`config.mk`:
```
export PLATFORM = sky130hd
export DESIGN_NAME = antialiased_line_raster_flat
export DESIGN_NICKNAME = d
export VERILOG_FILES = /design/src/hdl/arl_pkg.sv /design/src/hdl/arl_if.sv /design/src/hdl/arl_front.sv /design/src/hdl/arl_line_queue.sv /design/src/hdl/arl_back.sv /design/src/hdl/antialiased_line_raster.sv /design/src/flat_wrapper.sv
export SDC_FILE = /design/constraint.sdc
export NUM_CORES = 1
export LEC_CHECK = 0
export ABC_AREA = 0
export BUFFER_PORTS_ARGS = -buffer_cell sky130_fd_sc_hd__buf_4
export CAP_MARGIN = 20
export CORE_ASPECT_RATIO = 0.9
export CORE_MARGIN = 2
export CORE_UTILIZATION = 35
export CTS_BUF_LIST = sky130_fd_sc_hd__clkbuf_4
export DETAILED_ROUTE_END_ITERATION = 6
export HOLD_SLACK_MARGIN = 0.06
export PLACE_DENSITY = 0.51
export SYNTH_ARGS = -nofsm -noshare
export SYNTH_HDL_FRONTEND = slang
export SYNTH_SLANG_ARGS = --single-unit
```
`constraint.sdc`:
```
create_clock -name clk -period 5.9 [get_ports clk]
set_input_delay 0.59 -clock clk [delete_from_list [all_inputs] [get_ports clk]]
set_output_delay 0.59 -clock clk [all_outputs]
set_load 0.02 [all_outputs]
```
`src/hdl/arl_pkg.sv`:
```
// Shared constants and types for the antialiased line rasterizer.
package arl_pkg;

  localparam int COLOR_W = 24;
  localparam int COV_W   = 8;
  localparam int REG_W   = 13;

  typedef logic [COLOR_W-1:0] color_t;
  typedef logic [COV_W-1:0]   cov_t;
  typedef logic [REG_W-1:0]   screen_dim_t;

  localparam int CFG_IDX_W = 1;
  localparam logic [CFG_IDX_W-1:0] CFG_SCREEN_WIDTH  = 1'b0;
  localparam logic [CFG_IDX_W-1:0] CFG_SCREEN_HEIGHT = 1'b1;

  localparam screen_dim_t SCREEN_WIDTH_RESET  = 13'd800;
  localparam screen_dim_t SCREEN_HEIGHT_RESET = 13'd600;

  localparam logic MODE_START = 1'b0;
  localparam logic MODE_STEP  = 1'b1;

  localparam cov_t COV_NONE     = 8'd0;
  localparam cov_t COV_ENDPOINT = 8'd127;
  localparam cov_t COV_FULL     = 8'd255;

  localparam int QUEUE_DEPTH = 4;
  localparam int QUEUE_PTR_W = $clog2(QUEUE_DEPTH);
  localparam int QUEUE_CNT_W = $clog2(QUEUE_DEPTH + 1);

endpackage

```
`src/hdl/arl_if.sv`:
```
// Channel interfaces: line commands in, pixel words out, and setup words between front and back.
interface arl_command_if #(parameter int COORD_BITS = 12);
  import arl_pkg::*;
  logic                  valid;
  logic                  ready;
  logic                  mode;
  logic [COORD_BITS-1:0] x_start;
  logic [COORD_BITS-1:0] y_start;
  logic [COORD_BITS-1:0] x_end;
  logic [COORD_BITS-1:0] y_end;
  color_t                line_color;

  modport source (output valid, mode, x_start, y_start, x_end, y_end, line_color,
                  input ready);
  modport sink (input valid, mode, x_start, y_start, x_end, y_end, line_color,
                output ready);
endinterface

interface arl_pixel_if #(parameter int COORD_BITS = 12);
  import arl_pkg::*;
  logic                  valid;
  logic                  ready;
  logic [COORD_BITS-1:0] pixel_x;
  logic [COORD_BITS-1:0] pixel_y;
  cov_t                  coverage;
  color_t                pixel_color;
  logic                  visible;
  logic                  last;

  modport source (output valid, pixel_x, pixel_y, coverage, pixel_color, visible, last,
                  input ready);
  modport sink (input valid, pixel_x, pixel_y, coverage, pixel_color, visible, last,
                output ready);
endinterface

interface arl_line_if #(parameter int COORD_BITS = 12, parameter int FRAC_BITS = 16);
  import arl_pkg::*;
  logic                  valid;
  logic                  ready;
  logic                  start;
  logic                  steep;
  logic [COORD_BITS-1:0] col_start;
  logic [COORD_BITS-1:0] col_stop;
  logic [COORD_BITS-1:0] row_start;
  logic [COORD_BITS-1:0] row_stop;
  logic [FRAC_BITS+1:0]  slope;
  color_t                color;

  modport source (output valid, start, steep, col_start, col_stop, row_start, row_stop,
                  slope, color, input ready);
  modport sink (input valid, start, steep, col_start, col_stop, row_start, row_stop,
                slope, color, output ready);
endinterface

```
`src/hdl/arl_front.sv`:
```
// Front end: takes commands, orders the endpoints and divides out the slope of a new line.
module arl_front #(
  parameter int COORD_BITS = 12,
  parameter int FRAC_BITS  = 16
) (
  input logic            clk,
  input logic            rst,
  arl_command_if.sink    command,
  arl_line_if.source     line
);
  import arl_pkg::*;

  localparam int CNT_W = $clog2(FRAC_BITS + 1);
  localparam logic [CNT_W-1:0] DIV_LAST = CNT_W'(FRAC_BITS);

  localparam logic [1:0] ST_PASS  = 2'd0;
  localparam logic [1:0] ST_ORDER = 2'd1;
  localparam logic [1:0] ST_DIV   = 2'd2;
  localparam logic [1:0] ST_PUSH  = 2'd3;

  logic [1:0]            state;
  logic                  take;
  logic                  line_free;
  logic                  line_load;

  logic [COORD_BITS-1:0] adx;
  logic [COORD_BITS-1:0] ady;
  logic                  steep_in;

  logic                  steep;
  logic [COORD_BITS-1:0] xa;
  logic [COORD_BITS-1:0] ya;
  logic [COORD_BITS-1:0] xb;
  logic [COORD_BITS-1:0] yb;
  color_t                color;

  logic                  swap;
  logic [COORD_BITS-1:0] c0;
  logic [COORD_BITS-1:0] c1;
  logic [COORD_BITS-1:0] r0;
  logic [COORD_BITS-1:0] r1;
  logic                  neg_in;

  logic [COORD_BITS-1:0] col_start;
  logic [COORD_BITS-1:0] col_stop;
  logic [COORD_BITS-1:0] row_start;
  logic [COORD_BITS-1:0] row_stop;
  logic [COORD_BITS-1:0] dx;
  logic                  neg;

  logic [COORD_BITS-1:0] rem;
  logic [FRAC_BITS:0]    quo;
  logic [CNT_W-1:0]      cnt;
  logic [COORD_BITS:0]   trial;
  logic                  ge;
  logic [FRAC_BITS+1:0]  quo_ext;
  logic [FRAC_BITS+1:0]  slope_val;

  assign line_free     = !line.valid || line.ready;
  assign command.ready = (state == ST_PASS) && line_free;
  assign take          = command.valid && command.ready;
  assign line_load     = (take && command.mode == MODE_STEP) || (state == ST_PUSH && line_free);

  assign adx      = (command.x_start > command.x_end) ? command.x_start - command.x_end
                                                      : command.x_end - command.x_start;
  assign ady      = (command.y_start > command.y_end) ? command.y_start - command.y_end
                                                      : command.y_end - command.y_start;
  assign steep_in = ady > adx;

  // order along the major axis
  assign swap   = xa > xb;
  assign c0     = swap ? xb : xa;
  assign c1     = swap ? xa : xb;
  assign r0     = swap ? yb : ya;
  assign r1     = swap ? ya : yb;
  assign neg_in = r1 < r0;

  // restoring division, one quotient bit per cycle, integer bit first
  assign trial = (cnt == '0) ? {1'b0, rem} : {rem, 1'b0};
  assign ge    = trial >= {1'b0, dx};

  assign quo_ext   = {1'b0, quo};
  assign slope_val = (dx == '0) ? '0
                   : (neg ? (~quo_ext + {{(FRAC_BITS+1){1'b0}}, 1'b1}) : quo_ext);

  always_ff @(posedge clk) begin
    if (rst) begin
      state      <= ST_PASS;
      line.valid <= 1'b0;
    end else begin
      line.valid <= line_load || (line.valid && !line.ready);
      case (state)
        ST_PASS: begin
          if (take && command.mode == MODE_START) begin
            state <= ST_ORDER;
          end
        end
        ST_ORDER: begin
          state <= ST_DIV;
        end
        ST_DIV: begin
          if (cnt == DIV_LAST) begin
            state <= ST_PUSH;
          end
        end
        ST_PUSH: begin
          if (line_free) begin
            state <= ST_PASS;
          end
        end
        default: begin
          state <= ST_PASS;
        end
      endcase
    end
  end

  always_ff @(posedge clk) begin
    if (take) begin
      steep <= steep_in;
      xa    <= steep_in ? command.y_start : command.x_start;
      ya    <= steep_in ? command.x_start : command.y_start;
      xb    <= steep_in ? command.y_end : command.x_end;
      yb    <= steep_in ? command.x_end : command.y_end;
      color <= command.line_color;
    end
    if (state == ST_ORDER) begin
      col_start <= c0;
      col_stop  <= c1;
      row_start <= r0;
      row_stop  <= r1;
      dx        <= c1 - c0;
      neg       <= neg_in;
      rem       <= neg_in ? r0 - r1 : r1 - r0;
      quo       <= '0;
      cnt       <= '0;
    end
    if (state == ST_DIV) begin
      rem <= ge ? COORD_BITS'(trial - {1'b0, dx}) : trial[COORD_BITS-1:0];
      quo <= {quo[FRAC_BITS-1:0], ge};
      cnt <= cnt + 1'b1;
    end
    if (take && command.mode == MODE_STEP) begin
      line.start <= 1'b0;
    end
    if (state == ST_PUSH && line_free) begin
      line.start     <= 1'b1;
      line.steep     <= steep;
      line.col_start <= col_start;
      line.col_stop  <= col_stop;
      line.row_start <= row_start;
      line.row_stop  <= row_stop;
      line.slope     <= slope_val;
      line.color     <= color;
    end
  end

endmodule

```
`src/hdl/arl_line_queue.sv`:
```
// Short queue of setup and step words between front and back.
module arl_line_queue #(
  parameter int COORD_BITS = 12,
  parameter int FRAC_BITS  = 16
) (
  input logic        clk,
  input logic        rst,
  arl_line_if.sink   wr,
  arl_line_if.source rd
);
  import arl_pkg::*;

  typedef struct packed {
    logic                  start;
    logic                  steep;
    logic [COORD_BITS-1:0] col_start;
    logic [COORD_BITS-1:0] col_stop;
    logic [COORD_BITS-1:0] row_start;
    logic [COORD_BITS-1:0] row_stop;
    logic [FRAC_BITS+1:0]  slope;
    color_t                color;
  } entry_t;

  localparam logic [QUEUE_CNT_W-1:0] FULL = QUEUE_CNT_W'(QUEUE_DEPTH);

  entry_t                 slots [QUEUE_DEPTH];
  entry_t                 head;
  logic [QUEUE_PTR_W-1:0] wr_ptr;
  logic [QUEUE_PTR_W-1:0] rd_ptr;
  logic [QUEUE_CNT_W-1:0] count;
  logic                   push;
  logic                   pop;

  assign wr.ready = count != FULL;
  assign rd.valid = count != '0;
  assign push     = wr.valid && wr.ready;
  assign pop      = rd.valid && rd.ready;

  assign head         = slots[rd_ptr];
  assign rd.start     = head.start;
  assign rd.steep     = head.steep;
  assign rd.col_start = head.col_start;
  assign rd.col_stop  = head.col_stop;
  assign rd.row_start = head.row_start;
  assign rd.row_stop  = head.row_stop;
  assign rd.slope     = head.slope;
  assign rd.color     = head.color;

  always_ff @(posedge clk) begin
    if (rst) begin
      wr_ptr <= '0;
      rd_ptr <= '0;
      count  <= '0;
    end else begin
      if (push) begin
        wr_ptr <= wr_ptr + 1'b1;
      end
      if (pop) begin
        rd_ptr <= rd_ptr + 1'b1;
      end
      if (push && !pop) begin
        count <= count + 1'b1;
      end else if (pop && !push) begin
        count <= count - 1'b1;
      end
    end
  end

  always_ff @(posedge clk) begin
    if (push) begin
      slots[wr_ptr] <= '{start: wr.start, steep: wr.steep, col_start: wr.col_start,
                         col_stop: wr.col_stop, row_start: wr.row_start,
                         row_stop: wr.row_stop, slope: wr.slope, color: wr.color};
    end
  end

endmodule

```
`src/hdl/arl_back.sv`:
```
// Back end: walks the line column by column and sends two pixel words per step.
module arl_back #(
  parameter int COORD_BITS = 12,
  parameter int FRAC_BITS  = 16
) (
  input logic                         clk,
  input logic                         rst,
  input logic [arl_pkg::REG_W-1:0]    screen_width,
  input logic [arl_pkg::REG_W-1:0]    screen_height,
  arl_line_if.sink                    line,
  arl_pixel_if.source                 pixel
);
  import arl_pkg::*;

  localparam int ACC_W = COORD_BITS + FRAC_BITS + 1;
  localparam int POS_W = COORD_BITS + 2;
  localparam int CMP_W = (POS_W > REG_W) ? POS_W : REG_W;
  localparam logic [FRAC_BITS+8:0] HALF_LSB =
    {{9{1'b0}}, 1'b1, {(FRAC_BITS-1){1'b0}}};

  localparam logic [1:0] PH_FIRST  = 2'd0;
  localparam logic [1:0] PH_SECOND = 2'd1;
  localparam logic [1:0] PH_INNER  = 2'd2;

  logic                  active;
  logic                  half;
  logic [1:0]            phase;
  logic                  steep;
  logic [COORD_BITS:0]   col_now;
  logic [COORD_BITS-1:0] col_stop;
  logic [COORD_BITS-1:0] row_stop;
  logic [ACC_W-1:0]      acc;
  logic [FRAC_BITS+1:0]  slope;
  color_t                color;

  logic                  out_free;
  logic                  emit;
  logic [ACC_W-1:0]      acc_step;
  logic [COORD_BITS:0]   row;
  logic [FRAC_BITS-1:0]  frac;
  logic [FRAC_BITS+8:0]  prod;
  cov_t                  fcov;
  logic                  fin_second;
  logic                  fin_inner;
  logic [COORD_BITS-1:0] sel_major;
  logic [POS_W-1:0]      base_minor;
  logic [POS_W-1:0]      sel_minor;
  cov_t                  sel_cov;
  logic                  sel_last;
  logic [POS_W-1:0]      px;
  logic [POS_W-1:0]      py;
  logic                  sel_visible;

  assign out_free   = !pixel.valid || pixel.ready;
  assign emit       = line.valid && !line.start && active && out_free;
  // drop starts and idle steps at once; an active step leaves after its second word
  assign line.ready = line.start || !active || (half && out_free);

  assign acc_step = acc + {{(COORD_BITS-1){slope[FRAC_BITS+1]}}, slope};
  assign row      = acc[ACC_W-1:FRAC_BITS];
  assign frac     = acc[FRAC_BITS-1:0];
  // frac * 255, rounded to 8 bits
  assign prod     = {1'b0, frac, 8'h00} - {9'h000, frac} + HALF_LSB;
  assign fcov     = prod[FRAC_BITS+7:FRAC_BITS];

  assign fin_second = col_now >= {1'b0, col_stop};
  assign fin_inner  = ({1'b0, col_now} + 1'b1) >= {2'b00, col_stop};

  assign sel_major  = (phase == PH_SECOND) ? col_stop : col_now[COORD_BITS-1:0];
  assign base_minor = (phase == PH_SECOND) ? {2'b00, row_stop} : {1'b0, row};
  assign sel_minor  = half ? base_minor + 1'b1 : base_minor;

  always_comb begin
    case (phase)
      PH_FIRST, PH_SECOND: begin
        sel_cov  = half ? COV_NONE : COV_ENDPOINT;
        sel_last = half && (phase == PH_SECOND) && fin_second;
      end
      PH_INNER: begin
        sel_cov  = half ? fcov : COV_FULL - fcov;
        sel_last = half && fin_inner;
      end
      default: begin
        sel_cov  = COV_NONE;
        sel_last = 1'b0;
      end
    endcase
  end

  assign px = steep ? sel_minor : {2'b00, sel_major};
  assign py = steep ? {2'b00, sel_major} : sel_minor;
  assign sel_visible = (px[POS_W-1:COORD_BITS] == 2'b00) && (py[POS_W-1:COORD_BITS] == 2'b00)
                    && (CMP_W'(px) < CMP_W'(screen_width))
                    && (CMP_W'(py) < CMP_W'(screen_height));

  always_ff @(posedge clk) begin
    if (rst) begin
      active      <= 1'b0;
      half        <= 1'b0;
      phase       <= PH_FIRST;
      pixel.valid <= 1'b0;
    end else begin
      pixel.valid <= emit || (pixel.valid && !pixel.ready);
      if (line.valid && line.start) begin
        active   <= 1'b1;
        half     <= 1'b0;
        phase    <= PH_FIRST;
        steep    <= line.steep;
        col_now  <= {1'b0, line.col_start};
        col_stop <= line.col_stop;
        row_stop <= line.row_stop;
        acc      <= {1'b0, line.row_start, {FRAC_BITS{1'b0}}};
        slope    <= line.slope;
        color    <= line.color;
      end else if (emit) begin
        half <= !half;
        if (half) begin
          case (phase)
            PH_FIRST: begin
              acc     <= acc_step;
              col_now <= col_now + 1'b1;
              phase   <= PH_SECOND;
            end
            PH_SECOND: begin
              if (fin_second) begin
                active <= 1'b0;
              end else begin
                phase <= PH_INNER;
              end
            end
            PH_INNER: begin
              acc     <= acc_step;
              col_now <= col_now + 1'b1;
              if (fin_inner) begin
                active <= 1'b0;
              end
            end
            default: begin
              active <= 1'b0;
            end
          endcase
        end
      end
    end
  end

  always_ff @(posedge clk) begin
    if (emit) begin
      pixel.pixel_x     <= px[COORD_BITS-1:0];
      pixel.pixel_y     <= py[COORD_BITS-1:0];
      pixel.coverage    <= sel_cov;
      pixel.pixel_color <= color;
      pixel.visible     <= sel_visible;
      pixel.last        <= sel_last;
    end
  end

  a_half_needs_line: assert property (@(posedge clk) disable iff (rst)
    half |-> active)
    else $error("second word pending without a line in progress");

  a_last_ends_line: assert property (@(posedge clk) disable iff (rst)
    (emit && sel_last) |=> !active)
    else $error("line still active after its last pixel");

  a_step_leaves_after_pair: assert property (@(posedge clk) disable iff (rst)
    (line.valid && line.ready && !line.start && active) |-> (half && emit))
    else $error("step word left the queue before both pixels were sent");

endmodule

```
`src/hdl/antialiased_line_raster.sv`:
```
// Antialiased line rasterizer top level: screen registers, front end, queue and back end.
//
// Channels: "command" carries start and step words, "pixel" carries one pixel per word.
// A start word (mode 0) loads two endpoints and a color and produces no pixel; it
// abandons any line in progress once it reaches the back end. A step word (mode 1)
// produces two pixel words for the current line, the pair that straddles the line
// row, and nothing if no line is active. The first endpoint pair, the second
// endpoint pair, then each interior column come out in order; last marks the end.
// Both pixel words of a step share the single pixel output, one word per cycle while
// pixel.ready is high, and no new step word is taken until both are sent. A start word
// holds command.ready low while the front end orders the endpoints and runs the slope
// division one bit per cycle. A step word passes the line register, a queue slot and
// the pixel register before its first pixel word is offered. The front end keeps taking
// step words while the back end stalls, up to the queue depth; when pixel.ready is low
// the pixel word holds and the back end stops. Reset clears the queue and the line state
// and sets the screen to 800 by 600. Write cfg_* only while no line work is pending.
module antialiased_line_raster #(
  parameter int COORD_BITS = 12,
  parameter int FRAC_BITS  = 16
) (
  input logic                          clk,
  input logic                          rst,
  arl_command_if.sink                  command,
  arl_pixel_if.source                  pixel,
  input logic                          cfg_we,
  input logic [arl_pkg::CFG_IDX_W-1:0] cfg_index,
  input logic [arl_pkg::REG_W-1:0]     cfg_data
);
  import arl_pkg::*;

  screen_dim_t screen_width;
  screen_dim_t screen_height;

  arl_line_if #(.COORD_BITS(COORD_BITS), .FRAC_BITS(FRAC_BITS)) front_line ();
  arl_line_if #(.COORD_BITS(COORD_BITS), .FRAC_BITS(FRAC_BITS)) back_line ();

  always_ff @(posedge clk) begin
    if (rst) begin
      screen_width  <= SCREEN_WIDTH_RESET;
      screen_height <= SCREEN_HEIGHT_RESET;
    end else if (cfg_we) begin
      case (cfg_index)
        CFG_SCREEN_WIDTH:  screen_width  <= cfg_data;
        CFG_SCREEN_HEIGHT: screen_height <= cfg_data;
        default: begin
        end
      endcase
    end
  end

  arl_front #(.COORD_BITS(COORD_BITS), .FRAC_BITS(FRAC_BITS)) u_front (
    .clk     (clk),
    .rst     (rst),
    .command (command),
    .line    (front_line)
  );

  arl_line_queue #(.COORD_BITS(COORD_BITS), .FRAC_BITS(FRAC_BITS)) u_queue (
    .clk (clk),
    .rst (rst),
    .wr  (front_line),
    .rd  (back_line)
  );

  arl_back #(.COORD_BITS(COORD_BITS), .FRAC_BITS(FRAC_BITS)) u_back (
    .clk           (clk),
    .rst           (rst),
    .screen_width  (screen_width),
    .screen_height (screen_height),
    .line          (back_line),
    .pixel         (pixel)
  );

endmodule

```
`src/flat_wrapper.sv`:
```
// flat-port wrapper written by rule: the top's interface ports become plain ports
module antialiased_line_raster_flat import arl_pkg::*;
#(
  parameter int COORD_BITS = 12,
  parameter int FRAC_BITS  = 16
)
  (clk, rst, cfg_we, cfg_index, cfg_data, command_valid, command_mode, command_x_start, command_y_start, command_x_end, command_y_end, command_line_color, command_ready, pixel_valid, pixel_pixel_x, pixel_pixel_y, pixel_coverage, pixel_pixel_color, pixel_visible, pixel_last, pixel_ready);
  arl_command_if #(.COORD_BITS(COORD_BITS)) command_i ();
  arl_pixel_if #(.COORD_BITS(COORD_BITS)) pixel_i ();
  input logic clk;
  input logic rst;
  input logic cfg_we;
  input logic [arl_pkg::CFG_IDX_W-1:0] cfg_index;
  input logic [arl_pkg::REG_W-1:0] cfg_data;
  input wire logic [$bits(command_i.valid)-1:0] command_valid;
  input wire logic [$bits(command_i.mode)-1:0] command_mode;
  input wire logic [$bits(command_i.x_start)-1:0] command_x_start;
  input wire logic [$bits(command_i.y_start)-1:0] command_y_start;
  input wire logic [$bits(command_i.x_end)-1:0] command_x_end;
  input wire logic [$bits(command_i.y_end)-1:0] command_y_end;
  input wire logic [$bits(command_i.line_color)-1:0] command_line_color;
  output wire logic [$bits(command_i.ready)-1:0] command_ready;
  output wire logic [$bits(pixel_i.valid)-1:0] pixel_valid;
  output wire logic [$bits(pixel_i.pixel_x)-1:0] pixel_pixel_x;
  output wire logic [$bits(pixel_i.pixel_y)-1:0] pixel_pixel_y;
  output wire logic [$bits(pixel_i.coverage)-1:0] pixel_coverage;
  output wire logic [$bits(pixel_i.pixel_color)-1:0] pixel_pixel_color;
  output wire logic [$bits(pixel_i.visible)-1:0] pixel_visible;
  output wire logic [$bits(pixel_i.last)-1:0] pixel_last;
  input wire logic [$bits(pixel_i.ready)-1:0] pixel_ready;
  assign command_i.valid = command_valid;
  assign command_i.mode = command_mode;
  assign command_i.x_start = command_x_start;
  assign command_i.y_start = command_y_start;
  assign command_i.x_end = command_x_end;
  assign command_i.y_end = command_y_end;
  assign command_i.line_color = command_line_color;
  assign command_ready = command_i.ready;
  assign pixel_valid = pixel_i.valid;
  assign pixel_pixel_x = pixel_i.pixel_x;
  assign pixel_pixel_y = pixel_i.pixel_y;
  assign pixel_coverage = pixel_i.coverage;
  assign pixel_pixel_color = pixel_i.pixel_color;
  assign pixel_visible = pixel_i.visible;
  assign pixel_last = pixel_i.last;
  assign pixel_i.ready = pixel_ready;
  antialiased_line_raster #(.COORD_BITS(COORD_BITS), .FRAC_BITS(FRAC_BITS)) u_core (.clk(clk), .rst(rst), .command(command_i), .pixel(pixel_i), .cfg_we(cfg_we), .cfg_index(cfg_index), .cfg_data(cfg_data));
endmodule
```
* After elaboration in Yosys (flattened, before gate mapping)
Memory sizes are Yosys's and may differ from the RTL's. A register that Yosys moved wholly into a read port is not among the register bits.
Index checks and enable logic that the tools add are counted.
** Operators by class
- Bitwise operators :: 5
- Eq/ne operators :: 14
- Reductions and logical operators :: 62
- $add $sub $neg :: 21
- Magnitude comparators :: 10
- Multiplexer cells :: 55
** Operators with widths (count)
- $mux W12 :: 16
- $sub A12 B12 Y12 :: 8
- $mux W29 :: 3
- $mux W13 :: 5
- $mux W17 :: 3
- $gt A12 B12 Y1 :: 4
- $mux W14 :: 3
- $add A29 B29 Y29 :: 1
- $add A13 B1 Y14 const B :: 2
- $lt A14 B13 Y1 :: 2
- $mux W28 :: 1
- $ge A13 B12 Y1 :: 2
- $add A24 B16 Y24 const B :: 1
- $sub A24 B16 Y24 :: 1
- $logic_and A1 B1 Y1 :: 22
- $add A18 B1 Y18 const B :: 1
- $not A17 Y18 :: 1
- $pmux W8 S2 :: 1
- $ge A14 B12 Y1 :: 1
- $add A13 B1 Y13 const B :: 1
- $logic_not A12 Y1 :: 1
- $lt A12 B12 Y1 :: 1
- $mux W2 :: 6
- $reduce_bool A2 Y1 :: 6
- other kinds (32) :: 74
** Storage, ports and cells
- Memories :: 1
- Input bits :: 92
- Output and inout port bits :: 60
- RAM bits :: 368
- Bits in registers :: 468
** Memory list
- u_core.u_queue.slots :: depth 4, width 92, rd ports 1, clocked after memory_dff 1, wr ports 1, line arl_line_queue.sv:26 : entry_t slots [QUEUE_DEPTH];

* Depth between registers and ports, before layout
Gate-level depths: netlist of run 1.
- Depth after elaboration :: 9
- Depth in mapped cells :: 26
- Depth with buffers taken out :: 23

* Cells and area by module
A second synthesis of run 1 with hierarchy kept.
** Unflattened totals
- Cell total of the unflattened synthesis :: 2940
- Area total of the unflattened synthesis :: 39947.1 um2
** Modules (own cells, without submodules)
- arl_front :: sequential area each 7857.5 um2, area each 15240.9 um2, cells each 1447, instances 1
- arl_line_queue :: sequential area each 11230.8 um2, area each 13741.9 um2, cells each 528, instances 1
- arl_back :: sequential area each 5114.9 um2, area each 9880.7 um2, cells each 861, instances 1
- antialiased_line_raster :: sequential area each 520.5 um2, area each 1083.5 um2, cells each 104, instances 1

* Worst setup path after synthesis of run 1
No wires, ideal clock.
- Path kind :: register to register
- From :: reg u_core.u_front.line.valid
- To :: reg u_core.u_front.line.col_start[0], enable pin
- Cell stages (with the launch flop) :: 2
- Required time :: 5303 ps
- Setup slack :: -11 ps
- Buffers on the path :: 0
- Period minus slack after synthesis :: 5911 ps
- Data arrival time :: 5314 ps
- Setup time :: 597 ps
- Cell sequence :: dfxtp_1 a31oi_1
** On the way
- Word-level cells in the longest chain between the ends :: 3
** Ends and longest elaborated chain
- from (decl) :: line arl_if.sv:49 : modport source (output valid, start, steep, col_start, col_stop, row_start, row_stop,
- from (signal assigned) :: line arl_front.sv:91 : line.valid <= line_load || (line.valid && !line.ready);
- $logic_not A1 Y1 :: line arl_front.sv:59 : assign line_free = !line.valid || line.ready;
- $logic_or A1 B1 Y1 :: line arl_front.sv:59
- $logic_and A1 B1 Y1 :: line arl_front.sv:146 : if (state == ST_PUSH && line_free) begin
- to (decl) :: line arl_if.sv:49
Every way passes these cells.
A chain may end at the register's enable or synchronous reset.

* Final worst setup path of run 1
- From :: in command_x_start[0]
- To :: reg u_core.u_front.xb[4] (data pin)
** On the way
- Word-level cells in the longest chain between the ends :: 4
- Elaborated cells between the ends (all ways) :: 6
- Those cells by class :: add/sub: 2; order compare: 2; mux: 2
** Ends and longest elaborated chain
- from (decl) :: line flat_wrapper.sv:17 : input wire logic [$bits(command_i.x_start)-1:0] command_x_start;
- $sub A12 B12 Y12, or another cell as far along :: line arl_front.sv:65 : : command.x_end - command.x_start;
- $mux W12 (*) :: line arl_front.sv:64 : assign adx = (command.x_start > command.x_end) ? command.x_start - command.x_end
- $gt A12 B12 Y1 (*) :: line arl_front.sv:68 : assign steep_in = ady > adx;
- $mux W12 (*) :: line arl_front.sv:123 : xb <= steep_in ? command.y_end : command.x_end;
- to (signal assigned) :: line arl_front.sv:123
- to (decl) :: line arl_front.sv:33 : logic [COORD_BITS-1:0] xb;
Every way passes the cells marked *; elsewhere a longest branch is shown, timed or not.

==> impl_metrics.yaml, run 1 <==
timing:
  max_slew_margin_pct: 28.14
  setup_slack_ns: 0.2789
  fin_skew_ns: 0.09162
  final_hold_viol_count: 0
  fin_crit_ns: 5.621
  setup_violations: 0
  layout_worst_path_cycle_share_pct: 95.27
  max_freq_ghz: 0.1779
  rsz0062_at_grt: "no"
  finalSetupTns_ns: 0
  worstMarginPinSlew_ns: 1.078
  drv_slew: 0
detailed_routing:
  drc: 0
  firstDrtPassIters: 5
  antenna_left: 0
  wl_per_cell_um: 19.47
  top_layer: "met5"
  wl_met3_mm: 4.167
  vias: 25049
  drt-met1-wl_mm: 46.99
  wl_mm: 97.57
  vias_per_cell: 4.999
  dr.first_iter.drc_count: 1286
  met2_length_mm: 43.94
logic_synthesis:
  synth_edf_count: 794
  syn_area_per_cell_um2: 13.52
  synth_most_common_cell: "edfxtp_1"
  synth_top_area_cell: "edfxtp_1"
  synth_fp_nets: 3217
  ys_seq_area_share_pct: 62.60
  ys_types: 84
  synth_flop_cell: "edfxtp_1"
  synth_area_um2: 39490
  ys_seq_elements: 838
  async_flop_share_pct: 0
  yosys_warnings: 0
  synth_commonest_cells: "794 x edfxtp_1, 269 x nand2_1, 197 x ha_1"
  synth_area_leaders: "edfxtp_1 60%, ha_1 6.2%, mux4_2 5.3%"
  netlist_instances: 2921
  netlist.area_leader.share_pct: 60.37
floorplanning:
  start_util_pct: 35.38
  dieArea_um2: 115500
  core_area_um2: 111600
  rows: 116
  die_y_um: 322.7
  die_w_um: 358.1
  num_io_pins: 152
cts:
  numCtsBuffers: 219
  cts_buffer_depth: 3
  cts_root_buf: "clkbuf_4"
  numClockSinks: 838
  clk_latency_ns: 1.08
  clk_pin_slew_worst_paths_ns: 0.07
  htree_levels: 4
  cts_tree: "built"
setup_path:
  crit_required_ns: 6.69
  cp-end-kind: "register"
  start_kind: "input port"
  path_class: "in -> reg"
  critPathArrivalTime_ns: 6.41
  cp_max_fo: 21
global_route:
  grt_max_degree: 75
  antenna_found_initial: 3
  grt_pass1_vias: 25804
  gr-usage-all-layers_pct: 16.85
  overflow: 0
  grt_pass1_wl_mm: 149.1
place:
  gp_congestion: 0.8273
  dpl.cell_count: 4486
  io_buffers: 151
  dpl_cell_area_um2: 42520
  place_ws_ns: 0.2011
  dp_hpwl_mm: 67.19
power_and_ir_drop:
  irDropWorstVdd_mv: 0.2802
  powerDensity_nw_per_um2: 493.4
  power.leakage_nw: 17.20
layout:
  final_net_count: 3659
  final_util_pct: 41.81
  fin_area_um2: 46670
  area_delta_synth_final_pct: 18.17
  finalNonFillerCells: 5011
  drive_gt1_share_pct: 19.61
run:
  max_cap_viol_count: 0
min_path:
  hold_path_class: "in -> reg"
status:
  status: "complete, no violations"
[worst max-delay path, cell delays in order]
cell	delay, ns
dlygate4sd3_1	0.54
buf_4	0.15
inv_1	0.07
ha_1	0.20
inv_1	0.07
fa_1	0.41
a21o_1	0.18
a21o_1	0.19
a21o_1	0.20
a21o_1	0.19
a21oi_1	0.19
a31oi_1	0.17
buf_4	0.21
o21ai_0	0.07
o21ai_0	0.13
a221oi_1	0.25
o22ai_1	0.15
xnor2_1	0.23
ha_1	0.28
a21o_1	0.19
a21o_1	0.18
a2111oi_2	0.36
buf_4	0.21
nor2_4	0.10
buf_12	0.22
nand2_1	0.07
o21ai_0	0.08
dlygate4sd3_1	0.56
[report_power, final]
part	internal [mW]	leakage [nW]	switching [mW]
clock	2.60	1.67	2.42
combinational	3.61	7.91	5.30
sequential	8.23	7.62	0.875
[layout make-up]
| cell class | count | area [um2] |
|---|---|---|
| repair buffers | 325 | 2824 |
| multi-input cells | 1793 | 13750 |
| clock inverters | 66 | 389.1 |
| diodes | 7 | 17.52 |
| flip-flops and latches | 838 | 24730 |
| well taps | 1475 | 1846 |
| clock buffers | 321 | 2410 |
| inverters | 186 | 699.4 |
| fillers | 10315 | 64940 |
[through the flow]
step	total power [mW]	hold slack (ns)
after floorplan	15.07	0.4003
after global placement	17.77	0.4002
after detailed placement	17.93	0.4045
after CTS	23.27	0.1189
after global routing	24.71	0.1145
final	23.03	0.2540
[path summary, 6_finish.rpt]
path	start	to	slack, ns	depth (start not counted)
worst min register to register	u_core.u_front.color[5]	u_core.u_front.line.color[5]	0.37	0
worst max-delay path	command_x_start[0]	u_core.u_front.xb[4]	0.28	28
worst min-delay path	command_line_color[18]	u_core.u_front.color[18]	0.25	2
worst max register to register	u_core.u_front.cnt[0]	u_core.u_front.rem[4]	1.01	18
[routing by layer]
layer | up-vias | track usage (%)
met3 | 161 | 3.321
li1 | 11975 | -
met4 | 2 | 6.313
met5 | - | 0
met2 | 597 | 26.21
met1 | 12314 | 23.30
[cells in the final DEF (no fill, tap or decap), types with 40 or more instances in the layout]
| cell | n |
|---|---|
| xor2_1 | 54 |
| nor3_1 | 42 |
| buf_4 | 194 |
| nand2_1 | 269 |
| a21o_1 | 50 |
| clkinv_1 | 40 |
| clkbuf_4 | 321 |
| o21ai_0 | 158 |
| dfxtp_1 | 42 |
| nand3_1 | 45 |
| mux4_2 | 93 |
| a21oi_1 | 132 |
| nor2_1 | 179 |
| mux2i_1 | 76 |
| dlygate4sd3_1 | 125 |
| ha_1 | 196 |
| inv_1 | 184 |
| xnor2_1 | 69 |
| edfxtp_1 | 794 |
[what timing repair did]
action	in CTS	in global routing
hold buffers	125	0
resized for setup	0	4
hold endpoints to repair	122	0
setup endpoints to repair	0	24
buffers inserted	0	3
[state kept, by name (all words and copies together), names as in the netlist, 13 cells and up, named ones only]
register and cells:
u_core.u_queue.slots 368, u_core.u_back.acc 29, u_core.u_back.color 24, u_core.u_back.pixel.pixel_color 24
u_core.u_front.color 24, u_core.u_front.line.color 24, u_core.u_back.slope 18, u_core.u_front.line.slope 18
u_core.u_front.quo 17, u_core.screen_height 13, u_core.screen_width 13, u_core.u_back.col_now 13
[kinds of logic after synthesis]
kind of cell / Yosys count / synth area share [%]
muxes: 189 / 7.797
and+or+nand+nor: 723 / 8.478
adders and majority gates: 215 / 6.875
DFF: 838 / 62.60
buffers and inverters: 291 / 2.801
xor gates and xnor gates: 123 / 2.728
AOI/OAI and AO/OA: 542 / 8.719
(Power assumes the default switching activity.)
==> run 2, diff against run 1 <==
--- a/config.mk
+++ b/config.mk
@@ -14,6 +14,7 @@
 export CTS_BUF_LIST = sky130_fd_sc_hd__clkbuf_4
 export DETAILED_ROUTE_END_ITERATION = 6
 export HOLD_SLACK_MARGIN = 0.06
+export MAX_ROUTING_LAYER = met4
 export PLACE_DENSITY = 0.51
 export SYNTH_ARGS = -nofsm -noshare
 export SYNTH_HDL_FRONTEND = slang
==> run 2 against run 1 <==
  * Cell area is 0.21% higher
  * Clock power hardly changed
  * Sequential share of layout area is 0.11 points lower
  * Clock-buffer cell count stayed put
  * Fmax is 0.16% higher
  * Global-route usage is 0.67 points higher
  * Largest power group unchanged
  * Clock skew is 0.0033 ns lower
  * Flip-flop and latch count stayed put
  * Combinational power is 0.6% lower
  * Cell count hardly changed
  * Critical path type unchanged
  * Sequential power hardly changed
  * Wire length hardly changed
==> impl_metrics.yaml, run 2 (synthesis results as in run 1) <==
place:
  gp_congestion: 0.8483
  io_buffers: 151
  dp_hpwl_mm: 68.00
  dpl.cell_count: 4486
  place_ws_ns: 0.3381
power_and_ir_drop:
  comb_power_share_pct: 38.5
  powerDensity_nw_per_um2: 491.2
  irDropWorstVdd_mv: 0.1986
  p_int_mw: 14.44
  power.leakage_nw: 17.21
  pwr-share-clk_pct: 21.8
  power_frac_seq_pct: 39.7
  switching_share_pct: 37.13
  p_switching_mw: 8.528
global_route:
  grt_pass1_wl_mm: 150.1
  overflow: 0
  grt_max_degree: 75
  grt_pass1_vias: 25760
  antenna_found_initial: 2
  gr-usage-all-layers_pct: 17.52
detailed_routing:
  wl_mm: 97.55
  wl_per_cell_um: 19.46
  firstDrtPassIters: 5
  antenna_left: 0
  drc: 0
  vias: 25143
  dr.first_iter.drc_count: 1558
  vias_per_cell: 5.017
setup_path:
  r2r_cells: 18
  worstReg2RegStart: "u_core.u_front.cnt[1]"
  crit_cells: 26
  start_kind: "input port"
  worst-path-buf-inv: 7
  critPathArrivalTime_ns: 6.42
  path_common_cell: "a21o_1"
  cp-startpoint: "command_x_start[0]"
  cp_max_fo: 19
  path_class: "in -> reg"
  crit_required_ns: 6.71
  r2r_setup_slack_ns: 0.85
  cp-end-kind: "register"
  path_delay_family: "compound AO/OA/AOI/OAI gates"
  slowest_delay_ns: 0.56
  slowest_stage: "dlygate4sd3_1"
timing:
  holdWs_ns: 0.2270
  worstMarginPinSlew_ns: 1.104
  fin_crit_ns: 5.612
  layout_worst_path_cycle_share_pct: 95.12
  max_slew_margin_pct: 26.42
  drv_slew: 0
  setup_violations: 0
  max_freq_ghz: 0.1782
  final_hold_viol_count: 0
  fin_skew_ns: 0.08829
  setup_slack_ns: 0.2880
  finalSetupTns_ns: 0
  rsz0062_at_grt: "no"
cts:
  htree_levels: 4
  post_cts_buffers: 0
  clk_pin_slew_worst_paths_ns: 0.06
  cts_buffer_depth: 3
  numClockSinks: 838
  cts_root_buf: "clkbuf_4"
  clk_latency_ns: 1.11
  cts_tree: "built"
  numCtsBuffers: 221
floorplanning:
  rows: 116
  die_y_um: 322.7
  die_w_um: 358.1
  dieArea_um2: 115500
  start_util_pct: 35.38
  core_area_um2: 111600
  num_io_pins: 152
status:
  status: "complete, no violations"
layout:
  final_cell_mix: "794 x edfxtp_1, 321 x clkbuf_4, 269 x nand2_1, 196 x ha_1, 192 x buf_4"
  regMostFlops: "u_core.u_queue.slots"
  final_net_count: 3670
  finalNonFillerCells: 5012
  area_delta_synth_final_pct: 18.42
  drive_gt1_share_pct: 19.30
  final_common_cell: "edfxtp_1"
  reg_top3: "u_core.u_queue.slots x368, u_core.u_back.acc x29"
  largest_register_ff_count: 368
min_path:
  hold_depth: 2
  min_from: "command_line_color[9]"
  hold_path_class: "in -> reg"
run:
  max_cap_viol_count: 0
==> run 2: routing by layer <==
layer / vias to the layer above / track usage (%) / share of wire [%] / routed length, um
li1: 12018 / - / - / -
met1: 12336 / 23.52 / 47 / 46170
met2: 630 / 26.75 / 46 / 44640
met3: 159 / 3.038 / 4.5 / 4388
met4: 0 / 6.183 / 2.4 / 2358
met5: - / - / 0 / 0
==> run 2: worst paths after layout <==
path                                                    endpoint
worst max-delay path                       u_core.u_front.xa[11]
worst min-delay path                     u_core.u_front.color[9]
worst max register to register             u_core.u_front.rem[4]
worst min register to register  u_core.u_front.line.col_start[3]
==> run 2: area by class of cell <==
cell class / instances / area [um2]
Antenna cell: 9 / 22.52
Clock buffer: 321 / 2410
Clock inverter: 56 / 392.9
Fill cell: 10380 / 64850
Inverter: 186 / 699.4
Multi-Input combinational cell: 1792 / 13740
Sequential cell: 838 / 24730
Tap cell: 1475 / 1846
Timing Repair Buffer: 335 / 2923
==> run 2: repair_timing <==
item,in CTS,in global routing
hold endpoints to repair,123,0
gates resized for setup,0,3
setup endpoints to repair,0,20
hold buffers,138,0
==> run 2: stage by stage <==
step,util [%],total power [mW],cell area (um2)
2_1_floorplan,-,15.07,39500
3_3_place_gp,38.10,17.81,42520
3_5_place_dp,38.10,17.96,42520
4_1_cts,41.85,23.31,46710
5_1_grt,41.90,24.66,46770
6_report,41.90,22.97,46770
==> run 2: power by group through the flow <==
stage                     combinational [mW]  clock [mW]  sequential (mW)
final                                   8.85        5.00             9.12
after global routing                    9.87        5.54             9.25
after CTS                               8.94        5.23             9.14
after detailed placement                8.70           0             9.26
after global placement                  8.58           0             9.23
after floorplan                         6.28           0             8.79
==> run 3, diff against run 2 <==
--- a/config.mk
+++ b/config.mk
@@ -11,7 +11,6 @@
 export CORE_ASPECT_RATIO = 0.9
 export CORE_MARGIN = 2
 export CORE_UTILIZATION = 35
-export CTS_BUF_LIST = sky130_fd_sc_hd__clkbuf_4
 export DETAILED_ROUTE_END_ITERATION = 6
 export HOLD_SLACK_MARGIN = 0.06
 export MAX_ROUTING_LAYER = met4
==> run 3 against run 2 <==
  * Die area did not move
  * Cell area fell by 2.3%
  * Combinational power fell by 2%
  * Sequential share of layout area rose by 1.3 points
  * Largest power group unchanged
  * Via count fell by 5.6%
  * Critical path depth fell by 8
  * Sequential power barely moved
  * Global-route usage fell by 0.50 points
  * Non-clock buffer count fell by 129
==> impl_metrics.yaml, run 3 (synthesis results as in run 1) <==
timing:
  finalSetupTns_ns: 0
  max_freq_ghz: 0.1977
  holdWs_ns: 0.1118
  max_slew_margin_pct: 27.11
  rsz0062_at_grt: "no"
  final_hold_viol_count: 0
  worstMarginPinSlew_ns: 1.093
  fin_crit_ns: 5.059
  setup_violations: 0
  drv_slew: 0
  layout_worst_path_cycle_share_pct: 85.75
  fin_skew_ns: 0.03479
global_route:
  antenna_found_initial: 1
  gr-usage-all-layers_pct: 17.02
  grt_max_degree: 75
  overflow: 0
  grt_pass1_vias: 23990
  grt_pass1_wl_mm: 146.0
cts:
  htree_levels: 3
  clk_latency_ns: 0.66
  postCtsResizedCells: 0
  cts_tree: "built"
  cts_buffer_depth: 3
  numClockSinks: 838
  numCtsBuffers: 91
  cts_root_buf: "clkbuf_16"
  post_cts_buffers: 0
  clk_pin_slew_worst_paths_ns: 0.06
place:
  io_buffers: 151
  dp_hpwl_mm: 68.00
  dpl_cell_area_um2: 42520
  gp_congestion: 0.8483
  dpl.cell_count: 4486
layout:
  reg_top3: "u_core.u_queue.slots x368, u_core.u_back.acc x29"
  final_util_pct: 40.92
  final_cell_mix: "794 x edfxtp_1, 269 x nand2_1, 196 x ha_1, 192 x buf_4, 184 x inv_1"
  regMostFlops: "u_core.u_queue.slots"
  final_net_count: 3411
  largest_register_ff_count: 368
  finalNonFillerCells: 4667
  fin_area_um2: 45680
  drive_gt1_share_pct: 15.01
  area_delta_synth_final_pct: 15.66
  final_common_cell: "edfxtp_1"
detailed_routing:
  wl_per_cell_um: 20.49
  firstDrtPassIters: 5
  drc: 0
  dr.first_iter.drc_count: 1609
  vias_per_cell: 5.088
  wl_mm: 95.64
  vias: 23746
  antenna_left: 0
floorplanning:
  die_w_um: 358.1
  core_area_um2: 111600
  num_io_pins: 152
  die_y_um: 322.7
  start_util_pct: 35.38
  dieArea_um2: 115500
  rows: 116
setup_path:
  r2r_cells: 18
  crit_required_ns: 6.29
  crit_path_end: "u_core.u_front.rem[4]"
  cp_max_fo: 11
  start_kind: "register"
  worstReg2RegStart: "u_core.u_front.cnt[0]"
  cp-end-kind: "register"
  path_class: "reg -> reg"
  critPathArrivalTime_ns: 5.45
  r2r_setup_slack_ns: 0.84
  r2r_end: "u_core.u_front.rem[4]"
  cp-startpoint: "u_core.u_front.cnt[0]"
power_and_ir_drop:
  irDropWorstVdd_mv: 0.2253
  power.leakage_nw: 16.50
  powerDensity_nw_per_um2: 514.3
status:
  status: "complete, no violations"
min_path:
  hold_path_class: "in -> reg"
run:
  max_cap_viol_count: 0
==> run 3: how the worst min path moves through the flow <==
stage	startpoint	end	slack (ns)	depth (start not counted)
CTS	command_line_color[19]	u_core.u_front.color[19]	0.06	1
global route	command_line_color[19]	u_core.u_front.color[19]	0.07	1
finish	command_line_color[19]	u_core.u_front.color[19]	0.11	1
floorplan	u_core.u_back.color[0]	u_core.u_back.pixel.pixel_color[0]	0.40	0
detailed placement	u_core.u_back.color[8]	u_core.u_back.pixel.pixel_color[8]	0.40	0
global placement	u_core.u_front.color[18]	u_core.u_front.line.color[18]	0.40	0
==> run 3: report_power, final <==
group	internal, mW	switching [mW]
clock network	3.33	2.38
registers	8.23	0.888
logic	3.42	5.25
==> run 3: area by class of cell <==
type                            count  area (um2)
Timing Repair Buffer              206        1632
Clock inverter                     63       636.9
Multi-Input combinational cell   1792       13730
Fill cell                       10306       65940
Clock buffer                      106        2396
Tap cell                         1475        1846
Sequential cell                   838       24730
Inverter                          186       699.4
Antenna cell                        1       2.502
==> run 3: repair_timing <==
| action | in CTS | in global routing |
|---|---|---|
| hold buffers | 9 | 0 |
| hold endpoints to repair | 9 | 0 |
| setup endpoints to repair | 0 | 0 |
==> run 3: metal layers <==
layer,global-route usage [%],vias up,wire (um)
met5,-,-,0
met4,4.417,0,2331
met3,2.314,140,3899
met2,25.95,523,43250
met1,23.94,11746,46160
li1,-,11337,-
==> run 3: per-stage QoR <==
| stage | setup WS, ns | power, mW |
|---|---|---|
| CTS | 0.8091 | 23.77 |
| floorplan | 0.6002 | 15.07 |
| detailed placement | 0.3381 | 17.96 |
| global placement | 0.3153 | 17.81 |
| finish | 0.8408 | 23.49 |
| global route | 0.4526 | 25.03 |
==> run 3: critical path, cell delays in order, from the launching register on <==
cell	delay, ns
edfxtp_1	0.43
inv_1	0.08
ha_1	0.16
nand2_1	0.05
nor2_1	0.38
mux2_2	0.43
ha_1	0.30
nor2b_1	0.13
o21ai_0	0.21
a21boi_0	0.16
o21ai_0	0.28
a21oi_1	0.20
a221oi_1	0.36
o21ai_0	0.27
nor2_1	0.70
buf_4	0.31
nor2_1	0.07
a211oi_1	0.22
a21oi_1	0.07
